`src/rtl/i2c_seq_pkg.sv`:
```
package i2c_seq_pkg;

  // Default width of the byte counter and buffer position
  localparam int COUNT_BITS_DEF = 16;

  // Most results one transaction can cause (two-byte read end)
  localparam int MAX_RESULTS = 4;

  // Bytes left at which a read switches to its two-byte ending
  localparam int TWO_LEFT = 2;

  // Command codes
  localparam logic [1:0] CMD_START = 2'd0;
  localparam logic [1:0] CMD_EVENT = 2'd1;
  localparam logic [1:0] CMD_ERROR = 2'd2;

  // Engine actions
  localparam logic [2:0] ACT_NONE  = 3'd0;
  localparam logic [2:0] ACT_ADDR  = 3'd1;
  localparam logic [2:0] ACT_DATA  = 3'd2;
  localparam logic [2:0] ACT_START = 3'd3;
  localparam logic [2:0] ACT_STOP  = 3'd4;
  localparam logic [2:0] ACT_STORE = 3'd5;
  localparam logic [2:0] ACT_DONE  = 3'd6;

  // Control field codes for ack, buffer interrupt and event interrupt
  localparam logic [1:0] CTRL_KEEP    = 2'd0;
  localparam logic [1:0] CTRL_ENABLE  = 2'd1;
  localparam logic [1:0] CTRL_DISABLE = 2'd2;

  typedef enum logic [2:0] {
    PH_IDLE,
    PH_START,
    PH_ADDR,
    PH_DATA,
    PH_STOP
  } phase_t;

  typedef enum logic [1:0] {
    MODE_RD,
    MODE_WR,
    MODE_WRRD,
    MODE_NONE
  } mode_t;

  typedef struct packed {
    logic [1:0]  cmd;
    logic [1:0]  access_type;
    logic [7:0]  dev_addr;
    logic [15:0] byte_count;
    logic        flag_sb;
    logic        flag_addr;
    logic        flag_txe;
    logic        flag_btf;
    logic        flag_rxne;
    logic [7:0]  rx_byte;
    logic [7:0]  tx_byte;
  } in_item_t;

  typedef struct packed {
    logic [2:0]  action;
    logic        addr_read;
    logic [7:0]  byte_value;
    logic [15:0] byte_index;
    logic [1:0]  ack_ctrl;
    logic        nack_pos_next;
    logic [1:0]  buf_irq_ctrl;
    logic [1:0]  irq_ctrl;
    logic        success;
    logic        last;
  } out_item_t;

endpackage

```
`src/rtl/i2c_master_transfer_sequencer_core.sv`:
```
// Channel  Direction  Handshake            Payload
// in       input      in_valid/in_ready    in_item_t: command, start arguments, bus flags
// out      output     out_valid/out_ready  out_item_t: one engine action, up to four per transaction
//
// An input transaction is captured in an input register and decoded combinationally into
// zero to four results, which load a result buffer; the buffer drains one result per cycle
// while out is ready. The two-byte read end causes the most results, four.
// While the buffer drains or out is stalled, the input register holds one more transaction.
// Reset clears the phase, mode, counters and both registers' valid state.
module i2c_master_transfer_sequencer_core #(
  parameter int COUNT_BITS = i2c_seq_pkg::COUNT_BITS_DEF
) (
  input  logic                   clk,
  input  logic                   rst,
  input  logic                   in_valid,
  output logic                   in_ready,
  input  i2c_seq_pkg::in_item_t  in_item,
  output logic                   out_valid,
  input  logic                   out_ready,
  output i2c_seq_pkg::out_item_t out_item
);
  import i2c_seq_pkg::*;

  localparam int RCW = $clog2(MAX_RESULTS + 1);
  localparam logic [COUNT_BITS-1:0] CNT_ONE = COUNT_BITS'(1);
  localparam logic [COUNT_BITS-1:0] CNT_TWO = COUNT_BITS'(TWO_LEFT);

  // Input register
  logic     inq_valid;
  in_item_t inq;

  // Result buffer
  out_item_t        batch [MAX_RESULTS];
  logic [RCW-1:0]   batch_cnt;
  out_item_t        res [MAX_RESULTS];
  logic [RCW-1:0]   res_cnt;

  // Transfer state
  phase_t                phase, phase_next;
  mode_t                 mode, mode_next;
  logic [7:0]            taddr, taddr_next;
  logic [COUNT_BITS-1:0] rem, rem_next;
  logic [COUNT_BITS-1:0] pos, pos_next;

  logic                  batch_free;
  logic                  proc;
  logic [COUNT_BITS-1:0] cnt_in;
  logic [COUNT_BITS-1:0] rem_dec;
  logic [COUNT_BITS-1:0] pos_inc;
  logic [15:0]           idx_pos;
  logic [15:0]           idx_pos_inc;
  logic                  start_ok;

  function automatic out_item_t act_item(logic [2:0] act);
    out_item_t r;
    r = '0;
    r.action = act;
    return r;
  endfunction

  function automatic out_item_t done_item(logic ok, logic [1:0] irq);
    out_item_t r;
    r = '0;
    r.action   = ACT_DONE;
    r.irq_ctrl = irq;
    r.success  = ok;
    return r;
  endfunction

  // Handshake and flow control
  assign out_valid  = (batch_cnt != '0);
  assign out_item   = batch[0];
  assign batch_free = (batch_cnt == '0) || ((batch_cnt == RCW'(1)) && out_ready);
  assign proc       = inq_valid && batch_free;
  assign in_ready   = !inq_valid || proc;

  // Shared arithmetic
  assign cnt_in      = inq.byte_count[COUNT_BITS-1:0];
  assign rem_dec     = rem - CNT_ONE;
  assign pos_inc     = pos + CNT_ONE;
  assign idx_pos     = 16'(pos);
  assign idx_pos_inc = 16'(pos_inc);
  assign start_ok    = (phase == PH_IDLE) && (cnt_in != '0) &&
                       (inq.access_type != 2'(MODE_NONE));

  // Next transfer state
  always_comb begin
    phase_next = phase;
    mode_next  = mode;
    taddr_next = taddr;
    rem_next   = rem;
    pos_next   = pos;
    unique case (inq.cmd)
      CMD_START: begin
        if (start_ok) begin
          mode_next  = mode_t'(inq.access_type);
          taddr_next = inq.dev_addr;
          rem_next   = cnt_in;
          pos_next   = '0;
          phase_next = PH_START;
        end
      end
      CMD_EVENT: begin
        unique case (phase)
          PH_START: begin
            if (inq.flag_sb) phase_next = PH_ADDR;
          end
          PH_ADDR: begin
            if (!inq.flag_addr) begin
              phase_next = PH_IDLE;
              mode_next  = MODE_NONE;
            end else begin
              case (mode)
                MODE_RD: phase_next = (rem > CNT_TWO) ? PH_DATA : PH_STOP;
                MODE_WRRD: begin
                  if (inq.flag_txe) phase_next = PH_DATA;
                end
                MODE_WR: begin
                  if (inq.flag_txe) begin
                    rem_next   = rem_dec;
                    pos_next   = pos_inc;
                    phase_next = (rem_dec != '0) ? PH_DATA : PH_STOP;
                  end
                end
                default: ;
              endcase
            end
          end
          PH_DATA: begin
            case (mode)
              MODE_RD: begin
                if (inq.flag_btf) begin
                  rem_next = rem_dec;
                  pos_next = pos_inc;
                  if (rem_dec == CNT_TWO) phase_next = PH_STOP;
                end
              end
              MODE_WR: begin
                if (inq.flag_txe) begin
                  rem_next = rem_dec;
                  pos_next = pos_inc;
                  if (rem_dec == '0) phase_next = PH_STOP;
                end
              end
              MODE_WRRD: begin
                if (inq.flag_txe) begin
                  mode_next  = MODE_RD;
                  phase_next = PH_START;
                end
              end
              default: ;
            endcase
          end
          PH_STOP: begin
            case (mode)
              MODE_RD: begin
                if (rem == CNT_TWO) begin
                  if (inq.flag_btf) begin
                    pos_next   = pos + CNT_TWO;
                    rem_next   = '0;
                    phase_next = PH_IDLE;
                    mode_next  = MODE_NONE;
                  end
                end else if (inq.flag_rxne) begin
                  rem_next   = rem_dec;
                  phase_next = PH_IDLE;
                  mode_next  = MODE_NONE;
                end
              end
              MODE_WR: begin
                if (inq.flag_txe) begin
                  phase_next = PH_IDLE;
                  mode_next  = MODE_NONE;
                end
              end
              default: begin
                phase_next = PH_IDLE;
                mode_next  = MODE_NONE;
              end
            endcase
          end
          default: ;
        endcase
      end
      CMD_ERROR: begin
        if (phase != PH_IDLE) begin
          phase_next = PH_IDLE;
          mode_next  = MODE_NONE;
        end
      end
      default: ;
    endcase
  end

  // Result list for the registered transaction
  always_comb begin
    for (int k = 0; k < MAX_RESULTS; k++) res[k] = '0;
    res_cnt = '0;
    unique case (inq.cmd)
      CMD_START: begin
        res_cnt = RCW'(1);
        if (start_ok) begin
          res[0]          = act_item(ACT_START);
          res[0].irq_ctrl = CTRL_ENABLE;
        end else begin
          res[0] = done_item(1'b0, CTRL_KEEP);
        end
      end
      CMD_EVENT: begin
        unique case (phase)
          PH_START: begin
            if (inq.flag_sb) begin
              res[0]            = act_item(ACT_ADDR);
              res[0].addr_read  = (mode == MODE_RD);
              res[0].byte_value = taddr;
              res_cnt           = RCW'(1);
            end
          end
          PH_ADDR: begin
            if (!inq.flag_addr) begin
              res[0]              = act_item(ACT_STOP);
              res[0].buf_irq_ctrl = CTRL_DISABLE;
              res[0].irq_ctrl     = CTRL_DISABLE;
              res[1]              = done_item(rem == '0, CTRL_DISABLE);
              res_cnt             = RCW'(2);
            end else begin
              case (mode)
                MODE_RD: begin
                  res[0]  = act_item(ACT_NONE);
                  res_cnt = RCW'(1);
                  if (rem > CNT_TWO) begin
                    res[0].ack_ctrl = CTRL_ENABLE;
                  end else if (rem == CNT_TWO) begin
                    res[0].ack_ctrl      = CTRL_DISABLE;
                    res[0].nack_pos_next = 1'b1;
                  end else begin
                    res[0].buf_irq_ctrl = CTRL_ENABLE;
                    res[0].ack_ctrl     = CTRL_DISABLE;
                  end
                end
                MODE_WR, MODE_WRRD: begin
                  if (inq.flag_txe) begin
                    res[0]            = act_item(ACT_DATA);
                    res[0].byte_value = inq.tx_byte;
                    res[0].byte_index = idx_pos;
                    res_cnt           = RCW'(1);
                  end
                end
                default: ;
              endcase
            end
          end
          PH_DATA: begin
            case (mode)
              MODE_RD: begin
                if (inq.flag_btf) begin
                  res[0]            = act_item(ACT_STORE);
                  res[0].byte_value = inq.rx_byte;
                  res[0].byte_index = idx_pos;
                  if (rem_dec == CNT_TWO) res[0].ack_ctrl = CTRL_DISABLE;
                  res_cnt = RCW'(1);
                end
              end
              MODE_WR: begin
                if (inq.flag_txe) begin
                  res[0]            = act_item(ACT_DATA);
                  res[0].byte_value = inq.tx_byte;
                  res[0].byte_index = idx_pos;
                  res_cnt           = RCW'(1);
                end
              end
              MODE_WRRD: begin
                if (inq.flag_txe) begin
                  res[0]  = act_item(ACT_START);
                  res_cnt = RCW'(1);
                end
              end
              default: ;
            endcase
          end
          PH_STOP: begin
            case (mode)
              MODE_RD: begin
                if (rem == CNT_TWO) begin
                  if (inq.flag_btf) begin
                    res[0]            = act_item(ACT_STOP);
                    res[1]            = act_item(ACT_STORE);
                    res[1].byte_value = inq.rx_byte;
                    res[1].byte_index = idx_pos;
                    res[2]            = act_item(ACT_STORE);
                    res[2].byte_value = inq.rx_byte;
                    res[2].byte_index = idx_pos_inc;
                    res[3]            = done_item(1'b1, CTRL_DISABLE);
                    res_cnt           = RCW'(4);
                  end
                end else if (inq.flag_rxne) begin
                  res[0]              = act_item(ACT_STOP);
                  res[1]              = act_item(ACT_STORE);
                  res[1].byte_value   = inq.rx_byte;
                  res[1].byte_index   = idx_pos;
                  res[1].buf_irq_ctrl = CTRL_DISABLE;
                  res[2]              = done_item(rem_dec == '0, CTRL_DISABLE);
                  res_cnt             = RCW'(3);
                end
              end
              MODE_WR: begin
                if (inq.flag_txe) begin
                  res[0]  = act_item(ACT_STOP);
                  res[1]  = done_item(rem == '0, CTRL_DISABLE);
                  res_cnt = RCW'(2);
                end
              end
              default: begin
                res[0]  = done_item(rem == '0, CTRL_DISABLE);
                res_cnt = RCW'(1);
              end
            endcase
          end
          default: ;
        endcase
      end
      CMD_ERROR: begin
        if (phase != PH_IDLE) begin
          res[0]              = act_item(ACT_STOP);
          res[0].buf_irq_ctrl = CTRL_DISABLE;
          res[0].irq_ctrl     = CTRL_DISABLE;
          res[1]              = done_item(rem == '0, CTRL_DISABLE);
          res_cnt             = RCW'(2);
        end
      end
      default: ;
    endcase
    // Mark the final result of the transaction
    for (int k = 0; k < MAX_RESULTS; k++) begin
      res[k].last = (RCW'(k) == res_cnt - RCW'(1));
    end
  end

  // Capture the next input transaction
  always_ff @(posedge clk) begin
    if (rst) begin
      inq_valid <= 1'b0;
    end else if (in_ready) begin
      inq_valid <= in_valid;
    end
  end

  always_ff @(posedge clk) begin
    if (in_ready && in_valid) begin
      inq <= in_item;
    end
  end

  // Advance transfer state
  always_ff @(posedge clk) begin
    if (rst) begin
      phase <= PH_IDLE;
      mode  <= MODE_NONE;
      taddr <= '0;
      rem   <= '0;
      pos   <= '0;
    end else if (proc) begin
      phase <= phase_next;
      mode  <= mode_next;
      taddr <= taddr_next;
      rem   <= rem_next;
      pos   <= pos_next;
    end
  end

  // Load or drain the result buffer
  always_ff @(posedge clk) begin
    if (rst) begin
      batch_cnt <= '0;
    end else if (proc) begin
      batch_cnt <= res_cnt;
    end else if (out_valid && out_ready) begin
      batch_cnt <= batch_cnt - RCW'(1);
    end
  end

  always_ff @(posedge clk) begin
    if (proc) begin
      for (int k = 0; k < MAX_RESULTS; k++) batch[k] <= res[k];
    end else if (out_valid && out_ready) begin
      for (int k = 0; k < MAX_RESULTS - 1; k++) batch[k] <= batch[k + 1];
    end
  end

endmodule

```
`config.mk`:
```
export PLATFORM = sky130hd
export DESIGN_NAME = i2c_master_transfer_sequencer_core
export DESIGN_NICKNAME = d
export VERILOG_FILES = /design/src/rtl/i2c_seq_pkg.sv /design/src/rtl/i2c_master_transfer_sequencer_core.sv
export SDC_FILE = /design/constraint.sdc
export NUM_CORES = 1
export LEC_CHECK = 0
export BUFFER_PORTS_ARGS = -buffer_cell sky130_fd_sc_hd__buf_2
export CAP_MARGIN = 20
export CORE_AREA = 10 10 143 145
export DETAILED_ROUTE_END_ITERATION = 12
export DIE_AREA = 0 0 153 155
export PLACE_DENSITY_LB_ADDON = 0.2
export SLEW_MARGIN = 20
export SYNTH_ARGS = -nofsm -noshare
export SYNTH_HDL_FRONTEND = slang
export SYNTH_SLANG_ARGS = --single-unit
```
`constraint.sdc`:
```
create_clock -name clk -period 7.6 [get_ports clk]
set_input_delay 0.38 -clock clk [delete_from_list [all_inputs] [get_ports clk]]
set_output_delay 0.38 -clock clk [all_outputs]
set_load 0.05 [all_outputs]
```
==> results of run 1 <==
## flip-flops by register name, summed over array words and instances, names as in the netlist
register	count
mode	2
inq	33
cnt_in	16
rem	16
batch	98
inq_valid	1
taddr	8
idx_pos	16
batch_cnt	3
phase	3
## path summary, 6_finish.rpt
path	startpoint	to	slack (ns)	cells after the start
worst max-delay path	batch_cnt[0]$_SDFFE_PP0P_	batch[0][19]$_DFFE_PP_	3.81	10
worst min-delay path	in_item[5]	inq[5]$_DFFE_PP_	0.11	1
worst max register to register	batch_cnt[0]$_SDFFE_PP0P_	batch[0][19]$_DFFE_PP_	3.81	10
worst min register to register	inq[41]$_DFFE_PP_	taddr[4]$_SDFFE_PP0P_	0.48	2
## logic make-up after synthesis
group | share of synthesized area
buffers and inverters | 0.03790
adders and majority gates | 0.02274
DFF | 0.5448
muxes | 0.01226
and+or+nand+nor | 0.1713
xor gates and xnor gates | 0.02565
AOI/OAI and AO/OA | 0.1853
## per-stage QoR
step / setup WS [ns] / hold slack, ns
2_1_floorplan: 4.071 / 0.4525
3_3_place_gp: 4.086 / 0.4582
3_5_place_dp: 3.832 / 0.4677
4_1_cts: 3.775 / 0.1038
5_1_grt: 3.556 / 0.09542
6_report: 3.807 / 0.1081
## layout make-up
class,count,area (um2),share of cell area
Timing Repair Buffer,100,526.8,0.04778
Sequential cell,196,5395,0.4893
Tap cell,229,286.5,0.02599
Multi-Input combinational cell,655,4146,0.3761
Clock inverter,12,130.1,0.01180
Clock buffer,20,446.7,0.04051
Inverter,25,93.84,0.008511
## worst register-to-register path, stage by stage (launching register included)
cell and delay [ns]:
dfxtp_1 0.32, inv_1 0.10, ha_1 0.20, a21o_1 0.09, nand3_1 0.31, and3_2 0.35
buf_4 0.32, nor2_1 0.40, nand2_1 0.40, nor2_1 0.91, a22o_1 0.25
## layer usage
layer / vias to the layer above / GRT usage
met5: - / 0
met4: 0 / 0.07766
met3: 58 / 0.04081
met2: 378 / 0.3170
met1: 3635 / 0.2622
li1: 3669 / -
## synth_stat cells, drive strengths merged, types with 4 or more instances
master,instances
xor2,12
a22oi,6
a222oi,8
buf,15
a22o,41
a21o,5
a311oi,9
nor2b,13
a211oi,9
nand3b,7
or3,10
o22ai,4
edfxtp,147
a31oi,12
xnor2,17
nor2,92
ha,18
inv,25
nand3,25
o21a,4
mux2i,11
clkbuf,55
o21ai,56
a2bb2oi,6
o211ai,12
nand2,80
dfxtp,49
and2,14
and3,8
o31ai,8
nand4,13
a21oi,60
nor3,22
nor4,15
nand2b,9
## report_power, final
part / internal [mW] / switching (mW) / total [mW]
registers: 1.55 / 0.115 / 1.66
clock network: 0.447 / 0.434 / 0.882
logic: 0.303 / 0.878 / 1.18
total: 2.30 / 1.43 / 3.72
==> impl_metrics.yaml, run 1 <==
outcome:
  status: "complete, no violations"
clock_tree:
  postCtsHoldBufs: 0
  cts_made_buffers: 17
  cts_sinks: 196
  clk-insertion-delay-late_ns: 0.44
  clkTransAtPathRegs_ns: 0.08
  cts_setup_buffers: 0
  htree_levels: 4
  cts_max_path_buffers: 2
  cts_tree: "yes"
  cts_resized: 0
  root_buffer: "clkbuf_16"
sta:
  skew_ns: 0.01114
  min_period_ns: 3.793
  finalMaxSlewViolations: 0
  relSlewSlack: 0.2591
  rsz0062_at_grt: "false"
  worstMarginPinSlew_ns: 1.111
  period_share: 0.4990
  tns_ns: 0
  finalHoldViolCount: 0
  max_freq_mhz: 263.7
  setup_viol: 0
final_layout:
  drive_gt1_frac: 0.1468
  fin_area_um2: 11030
  final_common_cell: "edfxtp_1"
  syn_to_final_growth_pct: 11.33
  final_nets: 1066
  diodes: 0
  layout.core_utilization: 0.6244
  fill_cells: 1466
  stdcell_count: 1237
  final_cell_mix: "edfxtp_1, nor2_1, buf_2"
detailed_routing:
  avgViaCountPerCell: 6.257
  m1WireLength_um: 10530
  wl_um: 24080
  drt.antenna.violating_nets: 0
  top_layer: "met4"
  dr.pass1.iters: 6
  drc: 0
  vias: 7740
  first_iter_violations: 903
  met3WireLength_um: 1777
  met2_length_um: 11180
  wl_per_cell_um: 19.46
logic_synthesis:
  synth_top_flop_cell: "edfxtp_1"
  synth_seq_cells: 196
  synth_nets: 1017
  ys_top_cells_by_area: "edfxtp_1, dfxtp_1, a22o_1, nor2_1, a21oi_1"
  netlist_instances: 946
  yosys.cell_types.count: 72
  synth_area_leader_cell: "edfxtp_1"
  syn_area_um2: 9903
  synthArstFlopShare: 0
  synth_top_area_frac: 0.4457
  syn_area_per_cell_um2: 10.47
  synth-edff-count: 147
  synth_warnings: 0
  seq_area_frac_synth: 0.5448
placement:
  place_inst: 1205
  place_area_um2: 10440
  routabilityCongestion: 0.9423
  dpl.hpwl_um: 16360
  portBuffers: 91
worst_setup_path:
  critPathMaxFanout: 75
  cp.arrival_ns: 4.09
  crit_chain: "inv_1 -> ha_1 -> a21o_1 -> nand3_1 -> and3_2 -> buf_4 -> nor2_1 -> nand2_1 -> nor2_1 -> a22o_1"
  required_ns: 7.90
  crit_type: "flop to flop"
  cp_top_family: "simple AND/OR/NAND/NOR gates"
  endpoint_kind: "flop"
  cp_num_buf_inv: 2
  crit_top_cell: "nor2_1"
  cpPeakStageDelay_ns: 0.90
  critPathSlowestCell: "nor2_1"
  start_kind: "flop"
grt:
  grt_pass1_vias: 7502
  grt_usage: 0.1992
  antenna_found_initial: 0
  grt_pass1_wl_um: 38960
  grt_max_degree: 95
  grt_overflow: 0
die:
  start_util: 0.5609
  dieArea_um2: 23720
  die_y_um: 155
  pin_count: 92
  row_count: 49
  dieWidth_um: 153
  coreArea_um2: 17660
flow_run:
  drv_cap: 0
pwr:
  ir_worst_vdd_uv: 212.4
  p_leak_nw: 3.956
  total_power_mw: 3.725
  cellPowerDensity_nw_per_um2: 337.8
min_path:
  hold_path.class: "input pin to flop"
Note: power is estimated with default switching activity, not from simulation.
==> run 2, diff against run 1 <==
- clock period: 7.6 -> 3.95 ns (I/O delays scaled with it)
==> impl_metrics.yaml, run 2 (same netlist as run 1, synthesis figures left out) <==
clock_tree:
  cts_resized: 0
  cts_tree: "yes"
  cts_sinks: 196
  clkTransAtPathRegs_ns: 0.07
  cts_made_buffers: 17
  cts_max_path_buffers: 2
  clk-insertion-delay-late_ns: 0.44
  root_buffer: "clkbuf_16"
  htree_levels: 4
detailed_routing:
  wl_per_cell_um: 19.59
  wl_um: 25500
  dr.pass1.iters: 6
  vias: 8015
  drc: 0
  avgViaCountPerCell: 6.156
  drt.antenna.violating_nets: 0
  first_iter_violations: 915
die:
  pin_count: 92
  start_util: 0.5609
  row_count: 49
  coreArea_um2: 17660
  die_y_um: 155
  dieWidth_um: 153
  dieArea_um2: 23720
min_path:
  hold_path.class: "input pin to flop"
sta:
  min_period_ns: 3.233
  tns_ns: 0
  relSlewSlack: 0.2754
  finalHoldViolCount: 0
  finalMaxSlewViolations: 0
  rsz0062_at_grt: "false"
  skew_ns: 0.01354
  max_freq_mhz: 309.3
  worstMarginPinSlew_ns: 1.087
  period_share: 0.8186
  setup_viol: 0
pwr:
  ir_worst_vdd_uv: 640.0
  p_seq_frac: 0.433
  cellPowerDensity_nw_per_um2: 626.4
  switching_share: 0.3807
  pwr-share-clk: 0.244
  p_leak_nw: 4.258
  p_sw_mw: 2.784
  pwr-share-comb: 0.323
  power_report.internal_total_mw: 4.529
final_layout:
  largestRegisters: "batch x98, inq x33"
  syn_to_final_growth_pct: 17.88
  largest_register_ffs: 98
  layout.core_utilization: 0.6611
  final_cell_mix: "edfxtp_1, nor2_1, buf_2"
  final_common_cell: "edfxtp_1"
  drive_gt1_frac: 0.1528
  final_nets: 1131
  diodes: 0
  largest_register: "batch"
worst_setup_path:
  critPathMaxFanout: 13
  cp.arrival_ns: 3.51
  endpoint_kind: "flop"
  crit_type: "flop to flop"
  reg2reg_slack_ns: 0.72
  start_kind: "flop"
  required_ns: 4.22
flow_run:
  drv_cap: 0
grt:
  grt_pass1_vias: 7966
  grt_pass1_wl_um: 41740
  grt_usage: 0.2138
  grt_overflow: 0
  antenna_found_initial: 0
  grt_max_degree: 93
placement:
  dpl.hpwl_um: 17170
  routabilityCongestion: 0.9854
  portBuffers: 91
outcome:
  status: "complete, no violations"
[run 2: final timing paths]
check,startpoint,to,cells after the start
setup / recovery,rem[1]$_SDFFE_PP0P_,phase[0]$_SDFFE_PP0P_,9
hold / removal,out_ready,batch_cnt[2]$_SDFFE_PP0P_,4
setup reg to reg,rem[1]$_SDFFE_PP0P_,phase[0]$_SDFFE_PP0P_,9
hold reg to reg,inq[42]$_DFFE_PP_,taddr[5]$_SDFFE_PP0P_,2
[run 2: routing by layer]
layer / vias to the layer above / global-route usage / part of all wire
li1: 3805 / - / -
met1: 3831 / 0.2802 / 0.43
met2: 335 / 0.3496 / 0.48
met3: 44 / 0.04549 / 0.068
met4: 0 / 0.06312 / 0.019
met5: - / 0 / 0
[run 2: final cells by class]
| cell class | instances | area [um2] |
|---|---|---|
| repair buffers | 165 | 1149 |
| clock buffers | 18 | 429.2 |
| flip-flops and latches | 196 | 5395 |
| clock inverters | 14 | 180.2 |
| well taps | 229 | 286.5 |
| multi-input cells | 655 | 4140 |
| fillers | 1366 | 5983 |
| inverters | 25 | 93.84 |
[run 2: power groups by stage]
stage | Clock [mW] | Sequential (mW) | Combinational [mW]
after floorplan | 0 | 3.81 | 1.12
after global routing | 1.89 | 3.23 | 2.55
final | 1.78 | 3.17 | 2.36
after global placement | 0 | 3.19 | 2.30
after detailed placement | 0 | 3.22 | 2.32
after CTS | 1.80 | 3.17 | 2.37
[run 2: metrics by stage]
| stage | instances | area (um2) | power, mW | worst slack, ns | hold WS, ns |
|---|---|---|---|---|---|
| after floorplan | 946 | 9903 | 4.931 | 0.4209 | 0.2964 |
| after global placement | 1220 | 10560 | 5.498 | 0.9135 | 0.3735 |
| after detailed placement | 1220 | 10560 | 5.543 | 0.7504 | 0.3756 |
| after CTS | 1302 | 11670 | 7.341 | 0.7284 | 0.09916 |
| after global routing | 1302 | 11670 | 7.664 | 0.3809 | 0.1303 |
| final | 1302 | 11670 | 7.312 | 0.7166 | 0.1067 |
[run 2: critical path, cell delays in order (launching register included)]
cell and delay, ns:
dfxtp_1 0.42, inv_1 0.17, ha_1 0.44, nor4b_1 0.33, nand4_1 0.16, xor2_1 0.36
nor4bb_1 0.47, a41oi_1 0.22, a211oi_2 0.36, a311oi_1 0.14
[run 2: repair_timing]
| item | 4_1_cts | 5_1_grt |
|---|---|---|
| hold endpoints to repair | 50 | 0 |
| hold buffers | 50 | 0 |
| buffers inserted | 0 | 0 |
| setup endpoints to repair | 0 | 0 |
==> run 3, diff against run 2 <==
- clock period: 3.95 -> 3.35 ns (I/O delays scaled with it)
==> impl_metrics.yaml, run 3 (same netlist as run 1, synthesis figures left out) <==
worst_setup_path:
  cp_num_buf_inv: 1
  required_ns: 3.63
  critPathMaxFanout: 13
  crit_type: "flop to flop"
  critPathCapture: "phase[0]$_SDFFE_PP0P_"
  critPathLaunch: "rem[1]$_SDFFE_PP0P_"
  crit_chain: "inv_1 -> ha_1 -> nor2_1 -> nand3_1 -> a21oi_1 -> nor4bb_2 -> a41oi_1 -> a211oi_2 -> a311oi_1"
  cpPeakStageDelay_ns: 0.54
  start_kind: "flop"
  cp.arrival_ns: 3.34
  critPathSlowestCell: "dfxtp_1"
  reg2reg_slack_ns: 0.29
  r2r-end: "phase[0]$_SDFFE_PP0P_"
  reg2reg_depth: 9
  cp.depth: 9
  endpoint_kind: "flop"
  worstReg2RegStart: "rem[1]$_SDFFE_PP0P_"
  cp_top_family: "compound AO/OA/AOI/OAI gates"
detailed_routing:
  dr.pass1.iters: 6
  drc: 0
  avgViaCountPerCell: 6.145
  wl_per_cell_um: 19.51
  first_iter_violations: 893
  wl_um: 25560
  drt.antenna.violating_nets: 0
  vias: 8050
final_layout:
  drive_gt1_frac: 0.1610
  fin_area_um2: 11710
  largestRegisters: "batch x98, inq x33"
  largest_register: "batch"
  syn_to_final_growth_pct: 18.19
  diodes: 0
  largest_register_ffs: 98
  final_common_cell: "edfxtp_1"
  stdcell_count: 1310
  final_nets: 1139
  final_cell_mix: "edfxtp_1, nor2_1, buf_2"
clock_tree:
  root_buffer: "clkbuf_16"
  htree_levels: 4
  cts_sinks: 196
  clkTransAtPathRegs_ns: 0.08
  cts_made_buffers: 17
  cts_setup_buffers: 0
  cts_max_path_buffers: 2
  cts_tree: "yes"
  clk-insertion-delay-late_ns: 0.45
outcome:
  status: "complete, no violations"
placement:
  portBuffers: 91
  place_area_um2: 10610
  dpl.hpwl_um: 17300
  place_inst: 1228
  pre_cts_slack_ns: 0.3266
  routabilityCongestion: 0.9653
sta:
  tns_ns: 0
  skew_ns: 0.01089
  period_share: 0.9146
  worstMarginPinSlew_ns: 1.098
  relSlewSlack: 0.2679
  min_period_ns: 3.064
  setup_viol: 0
  max_freq_mhz: 326.4
  finalHoldViolCount: 0
  worst_slack_ns: 0.2860
  finalMaxSlewViolations: 0
  rsz0062_at_grt: "false"
flow_run:
  drv_cap: 0
grt:
  grt_pass1_wl_um: 41290
  grt_usage: 0.2124
  grt_max_degree: 72
  grt_overflow: 0
  antenna_found_initial: 0
  grt_pass1_vias: 7766
min_path:
  hold_path.class: "input pin to flop"
die:
  start_util: 0.5609
  coreArea_um2: 17660
  dieWidth_um: 153
  row_count: 49
  die_y_um: 155
  dieArea_um2: 23720
  pin_count: 92
pwr:
  ir_worst_vdd_uv: 531.4
  p_leak_nw: 4.287
  cellPowerDensity_nw_per_um2: 732.1
## run 3: how the worst min path moves through the flow
stage                 from                         to  slack (ns)  cells after the start
6_report         out_ready  batch_cnt[2]$_SDFFE_PP0P_        0.06                      4
5_1_grt          out_ready  batch_cnt[2]$_SDFFE_PP0P_        0.09                      4
4_1_cts          out_ready  batch_cnt[2]$_SDFFE_PP0P_        0.06                      4
3_5_place_dp   in_item[31]       cnt_in[10]$_DFFE_PP_        0.35                      1
3_3_place_gp   in_item[23]        cnt_in[2]$_DFFE_PP_        0.34                      1
2_1_floorplan  in_item[21]        cnt_in[0]$_DFFE_PP_        0.27                      0
## run 3: metrics by stage
step	hold slack [ns]	power (mW)	util
final	0.05986	8.569	0.6629
after global routing	0.09230	8.981	0.6629
after CTS	0.06053	8.586	0.6626
after detailed placement	0.3456	6.558	0.6009
after global placement	0.3440	6.503	0.6009
after floorplan	0.2664	5.812	-
## run 3: what timing repair did
| item | 4_1_cts | 5_1_grt |
|---|---|---|
| resized for setup | 0 | 1 |
| hold buffers | 50 | 0 |
| endpoints found under the setup margin | 0 | 2 |
| hold endpoints to repair | 50 | 0 |
## run 3: final cells by class
type	count	area [um2]
clock buffers	17	425.4
inverters	25	93.84
repair buffers	173	1196
fillers	1375	5952
multi-input cells	655	4145
flip-flops and latches	196	5395
clock inverters	15	162.7
well taps	229	286.5
## run 3: report_power, final
group          internal (mW)  leakage (nW)  switching, mW
Clock                  0.997         0.290           1.01
Combinational          0.767          2.15           2.05
Sequential              3.51          1.85          0.232
## run 3: routing by layer
metal | wire length [um] | up-vias | track usage | part of all wire
li1 | - | 3812 | - | -
met1 | 10810 | 3848 | 0.2764 | 0.42
met2 | 12210 | 329 | 0.3354 | 0.48
met3 | 1857 | 61 | 0.05018 | 0.073
met4 | 687 | 0 | 0.08583 | 0.027
met5 | 0 | - | 0 | 0
## run 3: worst reg2reg max path, stage by stage, from the launching register on
cell and delay [ns]:
dfxtp_1 0.54, inv_1 0.16, ha_1 0.38, nor2_1 0.15, nand3_1 0.09, a21oi_1 0.31, nor4bb_2 0.51, a41oi_1 0.23
a211oi_2 0.39, a311oi_1 0.14
